<file path="src/cll_pkg.sv">
package cll_pkg;

  localparam int POOL_CELLS = 16;
  localparam int CELL_W     = $clog2(POOL_CELLS);
  localparam int VAL_W      = 32;
  localparam int FUNC_W     = 2;
  localparam int POS_W      = 4;
  localparam int FC_W       = 4;
  localparam int STAT_W     = 2;
  // wide enough to hold a position or a cell index without aliasing
  localparam int PW         = (CELL_W > POS_W) ? CELL_W : POS_W;
  // walk step counter, holds POOL_CELLS itself
  localparam int CNT_W      = $clog2(POOL_CELLS + 1);

  typedef enum logic [FUNC_W-1:0] {
    F_INS  = 2'd0,
    F_DEL  = 2'd1,
    F_FIND = 2'd2,
    F_NOP  = 2'd3
  } func_t;

  typedef enum logic [STAT_W-1:0] {
    ST_OK       = 2'd0,
    ST_FULL     = 2'd1,
    ST_NOTFOUND = 2'd2,
    ST_BADPOS   = 2'd3
  } status_t;

  // shared read address for link and value arrays
  typedef enum logic [2:0] {
    A_ZERO = 3'd0,
    A_ONE  = 3'd1,
    A_CUR  = 3'd2,
    A_POS  = 3'd3,
    A_FREE = 3'd4
  } rd_sel_t;

  typedef enum logic [2:0] {
    W_PREV = 3'd0,
    W_CUR  = 3'd1,
    W_ZERO = 3'd2,
    W_POS  = 3'd3,
    W_FREE = 3'd4
  } wr_sel_t;

  typedef enum logic [1:0] {
    D_RL   = 2'd0,
    D_CUR  = 2'd1,
    D_FREE = 2'd2
  } wd_sel_t;

  typedef enum logic [1:0] {
    C_NONE = 2'd0,
    C_CUR  = 2'd1,
    C_FREE = 2'd2
  } cell_sel_t;

  typedef struct packed {
    logic      cap;        // capture request fields
    rd_sel_t   rd_sel;
    logic      walk_init;  // cur <= link read, prev <= header
    logic      walk_step;  // prev <= cur, cur <= link read
    logic      free_load;  // free <= link read
    logic      lw_en;
    wr_sel_t   lw_addr;
    wd_sel_t   lw_data;
    logic      vw_en;      // value write at the read address
    logic      vw_clear;
    logic      res_ld;
    status_t   res_status;
    cell_sel_t res_cell;
    logic      out_ld;
  } cmd_t;

  typedef struct packed {
    func_t func;
    logic  pos_zero;
    logic  pos_one;
    logic  cur_zero;
    logic  cur_eq_pos;
    logic  val_match;
    logic  walk_over;
    logic  rl_low;     // link read is 0 or 1: no free cell
  } stat_t;

  typedef enum logic [9:0] {
    S_IDLE   = 10'b00_0000_0001,
    S_WSTART = 10'b00_0000_0010,
    S_WALK   = 10'b00_0000_0100,
    S_DFREE1 = 10'b00_0000_1000,
    S_DFREE2 = 10'b00_0001_0000,
    S_IALLOC = 10'b00_0010_0000,
    S_ITAKE  = 10'b00_0100_0000,
    S_ILINK  = 10'b00_1000_0000,
    S_IHOOK  = 10'b01_0000_0000,
    S_DONE   = 10'b10_0000_0000
  } state_t;

endpackage

</file>
<file path="src/cll_ctrl.sv">
module cll_ctrl (
  input  logic          clk,
  input  logic          rst_n,
  input  logic          start,
  output logic          busy,
  input  cll_pkg::stat_t st,
  output cll_pkg::cmd_t  cmd
);

  cll_pkg::state_t state_r, state_nxt;

  always_ff @(posedge clk) begin
    if (!rst_n) begin
      state_r <= cll_pkg::S_IDLE;
    end else begin
      state_r <= state_nxt;
    end
  end

  assign busy = (state_r != cll_pkg::S_IDLE);

  always_comb begin
    cmd       = '0;
    state_nxt = state_r;
    unique case (state_r)
      cll_pkg::S_IDLE: begin
        if (start) begin
          cmd.cap   = 1'b1;
          state_nxt = cll_pkg::S_WSTART;
        end
      end
      cll_pkg::S_WSTART: begin
        cmd.rd_sel    = cll_pkg::A_ONE;
        cmd.walk_init = 1'b1;
        priority if (st.func == cll_pkg::F_NOP) begin
          cmd.res_ld     = 1'b1;
          cmd.res_status = cll_pkg::ST_OK;
          cmd.res_cell   = cll_pkg::C_NONE;
          state_nxt      = cll_pkg::S_DONE;
        end else if (st.func == cll_pkg::F_INS && st.pos_one) begin
          state_nxt = cll_pkg::S_IALLOC;
        end else if (st.func == cll_pkg::F_INS && st.pos_zero) begin
          cmd.res_ld     = 1'b1;
          cmd.res_status = cll_pkg::ST_BADPOS;
          cmd.res_cell   = cll_pkg::C_NONE;
          state_nxt      = cll_pkg::S_DONE;
        end else begin
          state_nxt = cll_pkg::S_WALK;
        end
      end
      cll_pkg::S_WALK: begin
        cmd.rd_sel = cll_pkg::A_CUR;
        priority if (st.cur_zero || st.walk_over) begin
          cmd.res_ld     = 1'b1;
          cmd.res_status = (st.func == cll_pkg::F_INS) ? cll_pkg::ST_BADPOS
                                                       : cll_pkg::ST_NOTFOUND;
          cmd.res_cell   = cll_pkg::C_NONE;
          state_nxt      = cll_pkg::S_DONE;
        end else if (st.func == cll_pkg::F_INS) begin
          if (st.cur_eq_pos) begin
            state_nxt = cll_pkg::S_IALLOC;
          end else begin
            cmd.walk_step = 1'b1;
          end
        end else if (st.val_match) begin
          if (st.func == cll_pkg::F_FIND) begin
            cmd.res_ld     = 1'b1;
            cmd.res_status = cll_pkg::ST_OK;
            cmd.res_cell   = cll_pkg::C_CUR;
            state_nxt      = cll_pkg::S_DONE;
          end else begin
            // unlink: prev skips over cur, cur's value cleared
            cmd.lw_en    = 1'b1;
            cmd.lw_addr  = cll_pkg::W_PREV;
            cmd.lw_data  = cll_pkg::D_RL;
            cmd.vw_en    = 1'b1;
            cmd.vw_clear = 1'b1;
            state_nxt    = cll_pkg::S_DFREE1;
          end
        end else begin
          cmd.walk_step = 1'b1;
        end
      end
      cll_pkg::S_DFREE1: begin
        cmd.rd_sel  = cll_pkg::A_ZERO;
        cmd.lw_en   = 1'b1;
        cmd.lw_addr = cll_pkg::W_CUR;
        cmd.lw_data = cll_pkg::D_RL;
        state_nxt   = cll_pkg::S_DFREE2;
      end
      cll_pkg::S_DFREE2: begin
        cmd.lw_en      = 1'b1;
        cmd.lw_addr    = cll_pkg::W_ZERO;
        cmd.lw_data    = cll_pkg::D_CUR;
        cmd.res_ld     = 1'b1;
        cmd.res_status = cll_pkg::ST_OK;
        cmd.res_cell   = cll_pkg::C_CUR;
        state_nxt      = cll_pkg::S_DONE;
      end
      cll_pkg::S_IALLOC: begin
        cmd.rd_sel    = cll_pkg::A_ZERO;
        cmd.free_load = 1'b1;
        if (st.rl_low) begin
          cmd.res_ld     = 1'b1;
          cmd.res_status = cll_pkg::ST_FULL;
          cmd.res_cell   = cll_pkg::C_NONE;
          state_nxt      = cll_pkg::S_DONE;
        end else begin
          state_nxt = cll_pkg::S_ITAKE;
        end
      end
      cll_pkg::S_ITAKE: begin
        cmd.rd_sel  = cll_pkg::A_FREE;
        cmd.lw_en   = 1'b1;
        cmd.lw_addr = cll_pkg::W_ZERO;
        cmd.lw_data = cll_pkg::D_RL;
        cmd.vw_en   = 1'b1;
        state_nxt   = cll_pkg::S_ILINK;
      end
      cll_pkg::S_ILINK: begin
        cmd.rd_sel  = cll_pkg::A_POS;
        cmd.lw_en   = 1'b1;
        cmd.lw_addr = cll_pkg::W_FREE;
        cmd.lw_data = cll_pkg::D_RL;
        state_nxt   = cll_pkg::S_IHOOK;
      end
      cll_pkg::S_IHOOK: begin
        cmd.lw_en      = 1'b1;
        cmd.lw_addr    = cll_pkg::W_POS;
        cmd.lw_data    = cll_pkg::D_FREE;
        cmd.res_ld     = 1'b1;
        cmd.res_status = cll_pkg::ST_OK;
        cmd.res_cell   = cll_pkg::C_FREE;
        state_nxt      = cll_pkg::S_DONE;
      end
      cll_pkg::S_DONE: begin
        cmd.rd_sel = cll_pkg::A_ONE;
        cmd.out_ld = 1'b1;
        state_nxt  = cll_pkg::S_IDLE;
      end
      default: begin
        state_nxt = cll_pkg::S_IDLE;
      end
    endcase
  end

endmodule

</file>
<file path="src/cll_dpath.sv">
module cll_dpath (
  input  logic                         clk,
  input  logic                         rst_n,
  input  logic [cll_pkg::FUNC_W-1:0]   in_func,
  input  logic signed [cll_pkg::VAL_W-1:0] in_value,
  input  logic [cll_pkg::POS_W-1:0]    in_position,
  input  cll_pkg::cmd_t                cmd,
  output cll_pkg::stat_t               st,
  output logic                         out_valid,
  output logic [cll_pkg::STAT_W-1:0]   out_status,
  output logic [cll_pkg::FC_W-1:0]     out_found_cell,
  output logic                         out_list_empty
);

  localparam int CW = cll_pkg::CELL_W;

  // cell pool: one read address and one link write a cycle
  logic [CW-1:0]               link_r  [cll_pkg::POOL_CELLS];
  logic [cll_pkg::VAL_W-1:0]   value_r [cll_pkg::POOL_CELLS];

  cll_pkg::func_t              func_r;
  logic [cll_pkg::VAL_W-1:0]   val_r;
  logic [cll_pkg::PW-1:0]      pos_r;
  logic [CW-1:0]               cur_r, prev_r, free_r;
  logic [cll_pkg::CNT_W-1:0]   cnt_r;
  cll_pkg::status_t            res_status_r;
  logic [CW-1:0]               res_cell_r;
  logic                        out_valid_r;
  logic [cll_pkg::STAT_W-1:0]  out_status_r;
  logic [cll_pkg::FC_W-1:0]    out_cell_r;
  logic                        out_empty_r;

  logic [CW-1:0]               rd_addr, wr_addr, wr_data, rl;
  logic [cll_pkg::VAL_W-1:0]   rv;
  logic [CW-1:0]               pos_cell;

  assign pos_cell = pos_r[CW-1:0];

  always_comb begin
    unique case (cmd.rd_sel)
      cll_pkg::A_ZERO: rd_addr = '0;
      cll_pkg::A_ONE:  rd_addr = CW'(1);
      cll_pkg::A_CUR:  rd_addr = cur_r;
      cll_pkg::A_POS:  rd_addr = pos_cell;
      cll_pkg::A_FREE: rd_addr = free_r;
      default:         rd_addr = '0;
    endcase
    unique case (cmd.lw_addr)
      cll_pkg::W_PREV: wr_addr = prev_r;
      cll_pkg::W_CUR:  wr_addr = cur_r;
      cll_pkg::W_ZERO: wr_addr = '0;
      cll_pkg::W_POS:  wr_addr = pos_cell;
      cll_pkg::W_FREE: wr_addr = free_r;
      default:         wr_addr = '0;
    endcase
    unique case (cmd.lw_data)
      cll_pkg::D_RL:   wr_data = rl;
      cll_pkg::D_CUR:  wr_data = cur_r;
      cll_pkg::D_FREE: wr_data = free_r;
      default:         wr_data = rl;
    endcase
  end

  assign rl = link_r[rd_addr];
  assign rv = value_r[rd_addr];

  always_ff @(posedge clk) begin
    if (!rst_n) begin
      // free chain 0 -> 2 -> ... -> last -> 0, header empty
      for (int i = 0; i < cll_pkg::POOL_CELLS; i++) begin
        value_r[i] <= '0;
        if (i == 0) begin
          link_r[i] <= CW'(2);
        end else if (i == 1 || i + 1 >= cll_pkg::POOL_CELLS) begin
          link_r[i] <= '0;
        end else begin
          link_r[i] <= CW'(i + 1);
        end
      end
    end else begin
      if (cmd.lw_en) begin
        link_r[wr_addr] <= wr_data;
      end
      if (cmd.vw_en) begin
        value_r[rd_addr] <= cmd.vw_clear ? '0 : val_r;
      end
    end
  end

  always_ff @(posedge clk) begin
    if (!rst_n) begin
      cnt_r       <= '0;
      out_valid_r <= 1'b0;
    end else begin
      if (cmd.cap) begin
        cnt_r <= '0;
      end else if (cmd.walk_step) begin
        cnt_r <= cnt_r + 1'b1;
      end
      out_valid_r <= cmd.out_ld;
    end
  end

  always_ff @(posedge clk) begin
    if (cmd.cap) begin
      func_r <= cll_pkg::func_t'(in_func);
      val_r  <= in_value;
      pos_r  <= cll_pkg::PW'(in_position);
    end
    if (cmd.walk_init) begin
      cur_r  <= rl;
      prev_r <= CW'(1);
    end else if (cmd.walk_step) begin
      cur_r  <= rl;
      prev_r <= cur_r;
    end
    if (cmd.free_load) begin
      free_r <= rl;
    end
    if (cmd.res_ld) begin
      res_status_r <= cmd.res_status;
      unique case (cmd.res_cell)
        cll_pkg::C_NONE: res_cell_r <= '0;
        cll_pkg::C_CUR:  res_cell_r <= cur_r;
        cll_pkg::C_FREE: res_cell_r <= free_r;
        default:         res_cell_r <= '0;
      endcase
    end
    if (cmd.out_ld) begin
      out_status_r <= res_status_r;
      out_cell_r   <= cll_pkg::FC_W'(res_cell_r);
      out_empty_r  <= (rl == '0);
    end
  end

  always_comb begin
    st.func       = func_r;
    st.pos_zero   = (pos_r == '0);
    st.pos_one    = (pos_r == cll_pkg::PW'(1));
    st.cur_zero   = (cur_r == '0);
    st.cur_eq_pos = (cll_pkg::PW'(cur_r) == pos_r);
    st.val_match  = (rv == val_r);
    st.walk_over  = (cnt_r == cll_pkg::CNT_W'(cll_pkg::POOL_CELLS));
    st.rl_low     = (rl == '0) || (rl == CW'(1));
  end

  assign out_valid      = out_valid_r;
  assign out_status     = out_status_r;
  assign out_found_cell = out_cell_r;
  assign out_list_empty = out_empty_r;

endmodule

</file>
<file path="src/cursor_linked_list_engine.sv">
// Channel   Ports                                      Handshake
// request   in_func, in_value, in_position             start & !busy
// result    out_status, out_found_cell, out_list_empty out_valid, one cycle
//
// Path of a request: IDLE captures it, WSTART reads the header, DONE loads the result.
//   NOP and insert at cell 0 go straight to DONE; find / delete walk the list in WALK,
//   a hitting delete adding DFREE1, DFREE2; insert after cell p > 1 walks to p (bad position
//   if not met), then takes a cell in IALLOC (full pool ends here), ITAKE, ILINK, IHOOK.
// The pool's single read port follows one link per cycle, up to POOL_CELLS links.
// Reset: synchronous, active low; the free chain loads in the reset cycle itself.
// busy stays high until the result strobe; the receiver cannot stall.
module cursor_linked_list_engine (
  input  logic                             clk,
  input  logic                             rst_n,
  input  logic                             start,
  output logic                             busy,
  input  logic [cll_pkg::FUNC_W-1:0]       in_func,
  input  logic signed [cll_pkg::VAL_W-1:0] in_value,
  input  logic [cll_pkg::POS_W-1:0]        in_position,
  output logic                             out_valid,
  output logic [cll_pkg::STAT_W-1:0]       out_status,
  output logic [cll_pkg::FC_W-1:0]         out_found_cell,
  output logic                             out_list_empty
);

  // command bundle from the sequencer, status bundle back from the pool
  cll_pkg::cmd_t  cmd;
  cll_pkg::stat_t st;

  // sequencer: one state per pool access of insert, delete, find
  cll_ctrl u_ctrl (
    .clk   (clk),
    .rst_n (rst_n),
    .start (start),
    .busy  (busy),
    .st    (st),
    .cmd   (cmd)
  );

  // cell pool, cursor registers, compares and result registers
  cll_dpath u_dpath (
    .clk            (clk),
    .rst_n          (rst_n),
    .in_func        (in_func),
    .in_value       (in_value),
    .in_position    (in_position),
    .cmd            (cmd),
    .st             (st),
    .out_valid      (out_valid),
    .out_status     (out_status),
    .out_found_cell (out_found_cell),
    .out_list_empty (out_list_empty)
  );

endmodule

</file>
<file path="config.mk">
export PLATFORM = sky130hd
export DESIGN_NAME = cursor_linked_list_engine
export DESIGN_NICKNAME = d
export VERILOG_FILES = /design/src/cll_pkg.sv /design/src/cll_ctrl.sv /design/src/cll_dpath.sv /design/src/cursor_linked_list_engine.sv
export SDC_FILE = /design/constraint.sdc
export NUM_CORES = 1
export LEC_CHECK = 0
export BUFFER_PORTS_ARGS = -buffer_cell sky130_fd_sc_hd__clkbuf_2
export CAP_MARGIN = 20
export CORE_MARGIN = 2
export CORE_UTILIZATION = 45
export DETAILED_ROUTE_END_ITERATION = 10
export GPL_ROUTABILITY_DRIVEN = 1
export SLEW_MARGIN = 25
export SYNTH_ARGS = -nofsm -noshare
export SYNTH_HDL_FRONTEND = slang
export SYNTH_HIERARCHICAL = 1
export SYNTH_SLANG_ARGS = --single-unit
</file>
<file path="constraint.sdc">
create_clock -name clk -period 20.2 [get_ports clk]
set_clock_uncertainty 0.2 [all_clocks]
set_input_delay 2.02 -clock clk [delete_from_list [all_inputs] [get_ports clk]]
set_output_delay 2.02 -clock clk [all_outputs]
set_load 0.03 [all_outputs]
</file>
==> impl_metrics.env <==
export IMPL_synth_most_common_cell="edfxtp_1"
export IMPL_final_nets=2624
export IMPL_ir_drop_mv=0.0623
export IMPL_dpl_cell_area_um2=30600
export IMPL_critical_path_required_ps=20220
export IMPL_post_route_drc_count=0
export IMPL_areaGrowthSynthToFinish_pct=9.85
export IMPL_num_io_pins=50
export IMPL_vias_per_cell=5.92
export IMPL_synth_cell_types=86
export IMPL_hold_violations=0
export IMPL_drive_above_1_share_pct=9.64
export IMPL_yosys_warnings=6
export IMPL_critPathKind="register to register"
export IMPL_yosysSeqAreaShare_pct=65.1
export IMPL_clock_tree_buffer_depth=3
export IMPL_tightest_slew_ps=1110
export IMPL_worst_hold_path_type="register to register"
export IMPL_fmax_ghz=0.0994
export IMPL_fin_area_um2=32900
export IMPL_cts_setup_buffers=0
export IMPL_min_period_ps=10060
export IMPL_end_kind="register"
export IMPL_routedWlPerCell_um=24.2
export IMPL_grt_max_degree=163
export IMPL_gp_congestion=0.858
export IMPL_path_max_fanout=57
export IMPL_drt_iter0_drc=2351
export IMPL_numClockSinks=655
export IMPL_grt_setup_unrepaired="false"
export IMPL_hpwl_mm=49.1
export IMPL_yosys_top_cells_area="edfxtp_1 64%, nor2_1 7.5%, nand2_1 5.4%, mux2i_1 4.3%, nand3_1 2.2%"
export IMPL_slew_headroom_pct=26.0
export IMPL_arrival_ps=10090
export IMPL_leakagePower_nw=11.3
export IMPL_synth_top_cell_by_area="edfxtp_1"
export IMPL_root_buffer="clkbuf_16"
export IMPL_grt_pass1_vias=19813
export IMPL_worstSetupStartpointType="register"
export IMPL_async_reset_ff_share_pct=0
export IMPL_synth_edff_count=635
export IMPL_ys_seq_elements=655
export IMPL_synth_commonest_cells="635 x edfxtp_1, 599 x nor2_1, 429 x nand2_1, 134 x nand3_1, 127 x mux2i_1"
export IMPL_antenna_diode_count=0
export IMPL_post_cts_resized=0
export IMPL_min_period_over_period_pct=49.8
export IMPL_firstDrtPassIters=6
export IMPL_h_tree_depth=3
export IMPL_overflow=0
export IMPL_num_rows=94
export IMPL_wirelength_mm=84.5
export IMPL_clock_latency_ps=620
export IMPL_post_synth_instance_area_um2=29900
export IMPL_synth_top_area_share_pct=63.8
export IMPL_cts_inserted_buffers=71
export IMPL_postRouteAntennaNets=0
export IMPL_power_density_nw_per_um2=91.7
export IMPL_syn_inst=2645
export IMPL_io_buffers=49
export IMPL_drv_cap=0
export IMPL_die_width_um=262
export IMPL_grt_pass1_wl_mm=126
export IMPL_tritoncts="yes"
export IMPL_antenna_found_initial=0
export IMPL_core_area_um2=65700
export IMPL_crit_family="simple AND/OR/NAND/NOR gates"
export IMPL_slowest_stage="nor4b_2"
export IMPL_tns_ps=0
export IMPL_slowest_delay_ps=880
export IMPL_clk_pin_slew_ps=60
export IMPL_path_cells="nor2_1 > nand3_1 > or3_1 > or3b_2 > inv_1 > nor4bb_2 > a21o_4 > buf_4 > nor3_2 > buf_4 > a22o_1 > o21a_1 > a2111oi_1 > and4_1 > nand4_1 > nor4b_2 > nand4_1 > nand2_1 > nand2_1 > nor3_1 > nand2_1 > buf_4 > nand2_2"
export IMPL_worst_path_buf_inv=4
export IMPL_avgSynthCellArea_um2=11.3
export IMPL_setup_viol=0
export IMPL_die_y_um=262
export IMPL_num_vias=20711
export IMPL_syn_num_nets=2692
export IMPL_synthFlopType="edfxtp_1"
export IMPL_report_final_slew_viol_count=0
export IMPL_status="finished clean"
export IMPL_cts_hold_buf=0
export IMPL_grt_usage_pct=24.7
export IMPL_start_util_pct=45.5
export IMPL_dieArea_um2=68500
-- worst reg2reg max path, delay by kind of cell, from the launching register on --
family / cells / cell delay, ps
AO/OA/AOI/OAI: 4 / 1920
buffers and inverters: 4 / 1570
flip-flops: 1 / 370
AND/OR/NAND/NOR: 15 / 5610
-- metrics by stage --
stage               total power [mW]  std cells  setup slack (ps)  hold slack [ps]  utilization, %
finish                          3.01       3499             10140              218            50.0
global route                    3.10       3499              9640              228            50.0
CTS                             3.03       3499             10040              220            49.9
detailed placement              1.80       3368             10070              206            46.6
global placement                1.80       3368             10110              206            46.6
floorplan                       1.72       2645             13340              200               -
-- where the power goes --
part	internal, mW	switching, mW	leakage [nW]
logic	0.0529	0.162	3.75
clock network	0.705	0.528	1.06
registers	1.54	0.0270	6.54
total	2.29	0.717	11.3
-- path summary, 6_finish.rpt --
check | startpoint | endpoint | slack, ps | cells past startpoint
setup reg to reg | u_ctrl/state_r[0] | u_dpath/value_r[4][14] | 10140 | 23
hold / removal | u_dpath/res_status_r[0] | u_dpath/out_status[0] | 220 | 0
hold reg to reg | u_dpath/res_status_r[0] | u_dpath/out_status[0] | 220 | 0
setup / recovery | u_ctrl/state_r[0] | u_dpath/value_r[4][14] | 10140 | 23
-- cells in the final DEF, fill, tap and decap left out, drive strengths merged, types with 5 or more instances in the layout --
cell,n
nor3,22
nand3,135
or3,7
dfxtp,20
nand2,430
nor2,599
a211oi,24
and3,8
clkbuf,142
buf,36
o21ai,13
edfxtp,635
or4b,5
a21o,6
ha,6
and3b,10
a311oi,24
mux2,14
clkinv,28
a2111oi,9
nor2b,9
a221oi,14
inv,33
a21boi,13
mux2i,127
nand4,16
o32ai,6
nand2b,35
a32oi,34
a21oi,40
o22ai,7
nor4,12
xor2,9
a22oi,27
nor3b,5
nand3b,5
-- sequential cells by signal, summed over array words and instances, names as in the netlist, 2 cells and up --
| name | cells |
|---|---|
| u_dpath/link_r | 64 |
| u_dpath/free_r | 4 |
| u_dpath/prev_r | 4 |
| u_dpath/value_r | 512 |
| u_dpath/cnt_r | 5 |
| u_dpath/out_found_cell | 4 |
| u_ctrl/state_r | 10 |
| u_dpath/res_cell_r | 4 |
| u_dpath/pos_cell | 4 |
| u_dpath/func_r | 2 |
| u_dpath/out_status | 2 |
| u_dpath/res_status_r | 2 |
| u_dpath/cur_r | 4 |
| u_dpath/val_r | 32 |
-- cell type report --
cell class / instances / area (um2)
clock inverters: 38 / 283
flip-flops and latches: 655 / 19500
fillers: 5674 / 32900
repair buffers: 85 / 541
well taps: 864 / 1080
multi-input cells: 1735 / 9470
clock buffers: 93 / 1900
inverters: 29 / 109
-- kinds of logic (layout without fill, tap and decap cells) --
| group | count (synthesis) | in the layout | synth area share (%) |
|---|---|---|---|
| and+or+nand+nor | 1323 | 1323 | 19.0 |
| DFF | 655 | 655 | 65.1 |
| buffers and inverters | 255 | 245 | 3.82 |
| AOI/OAI and AO/OA | 251 | 251 | 6.47 |
| muxes | 144 | 144 | 5.00 |
| xor gates and xnor gates | 11 | 11 | 0.322 |
| adders and majority gates | 6 | 6 | 0.251 |
-- metal layers --
layer / up-vias / routed length [um] / track usage, %
met5: - / 0 / 0
met4: 0 / 2090 / 7.84
met3: 131 / 7210 / 3.37
met2: 1021 / 39800 / 39.8
met1: 10291 / 35400 / 34.8
li1: 9268 / - / -
(Power assumes the default switching activity.)
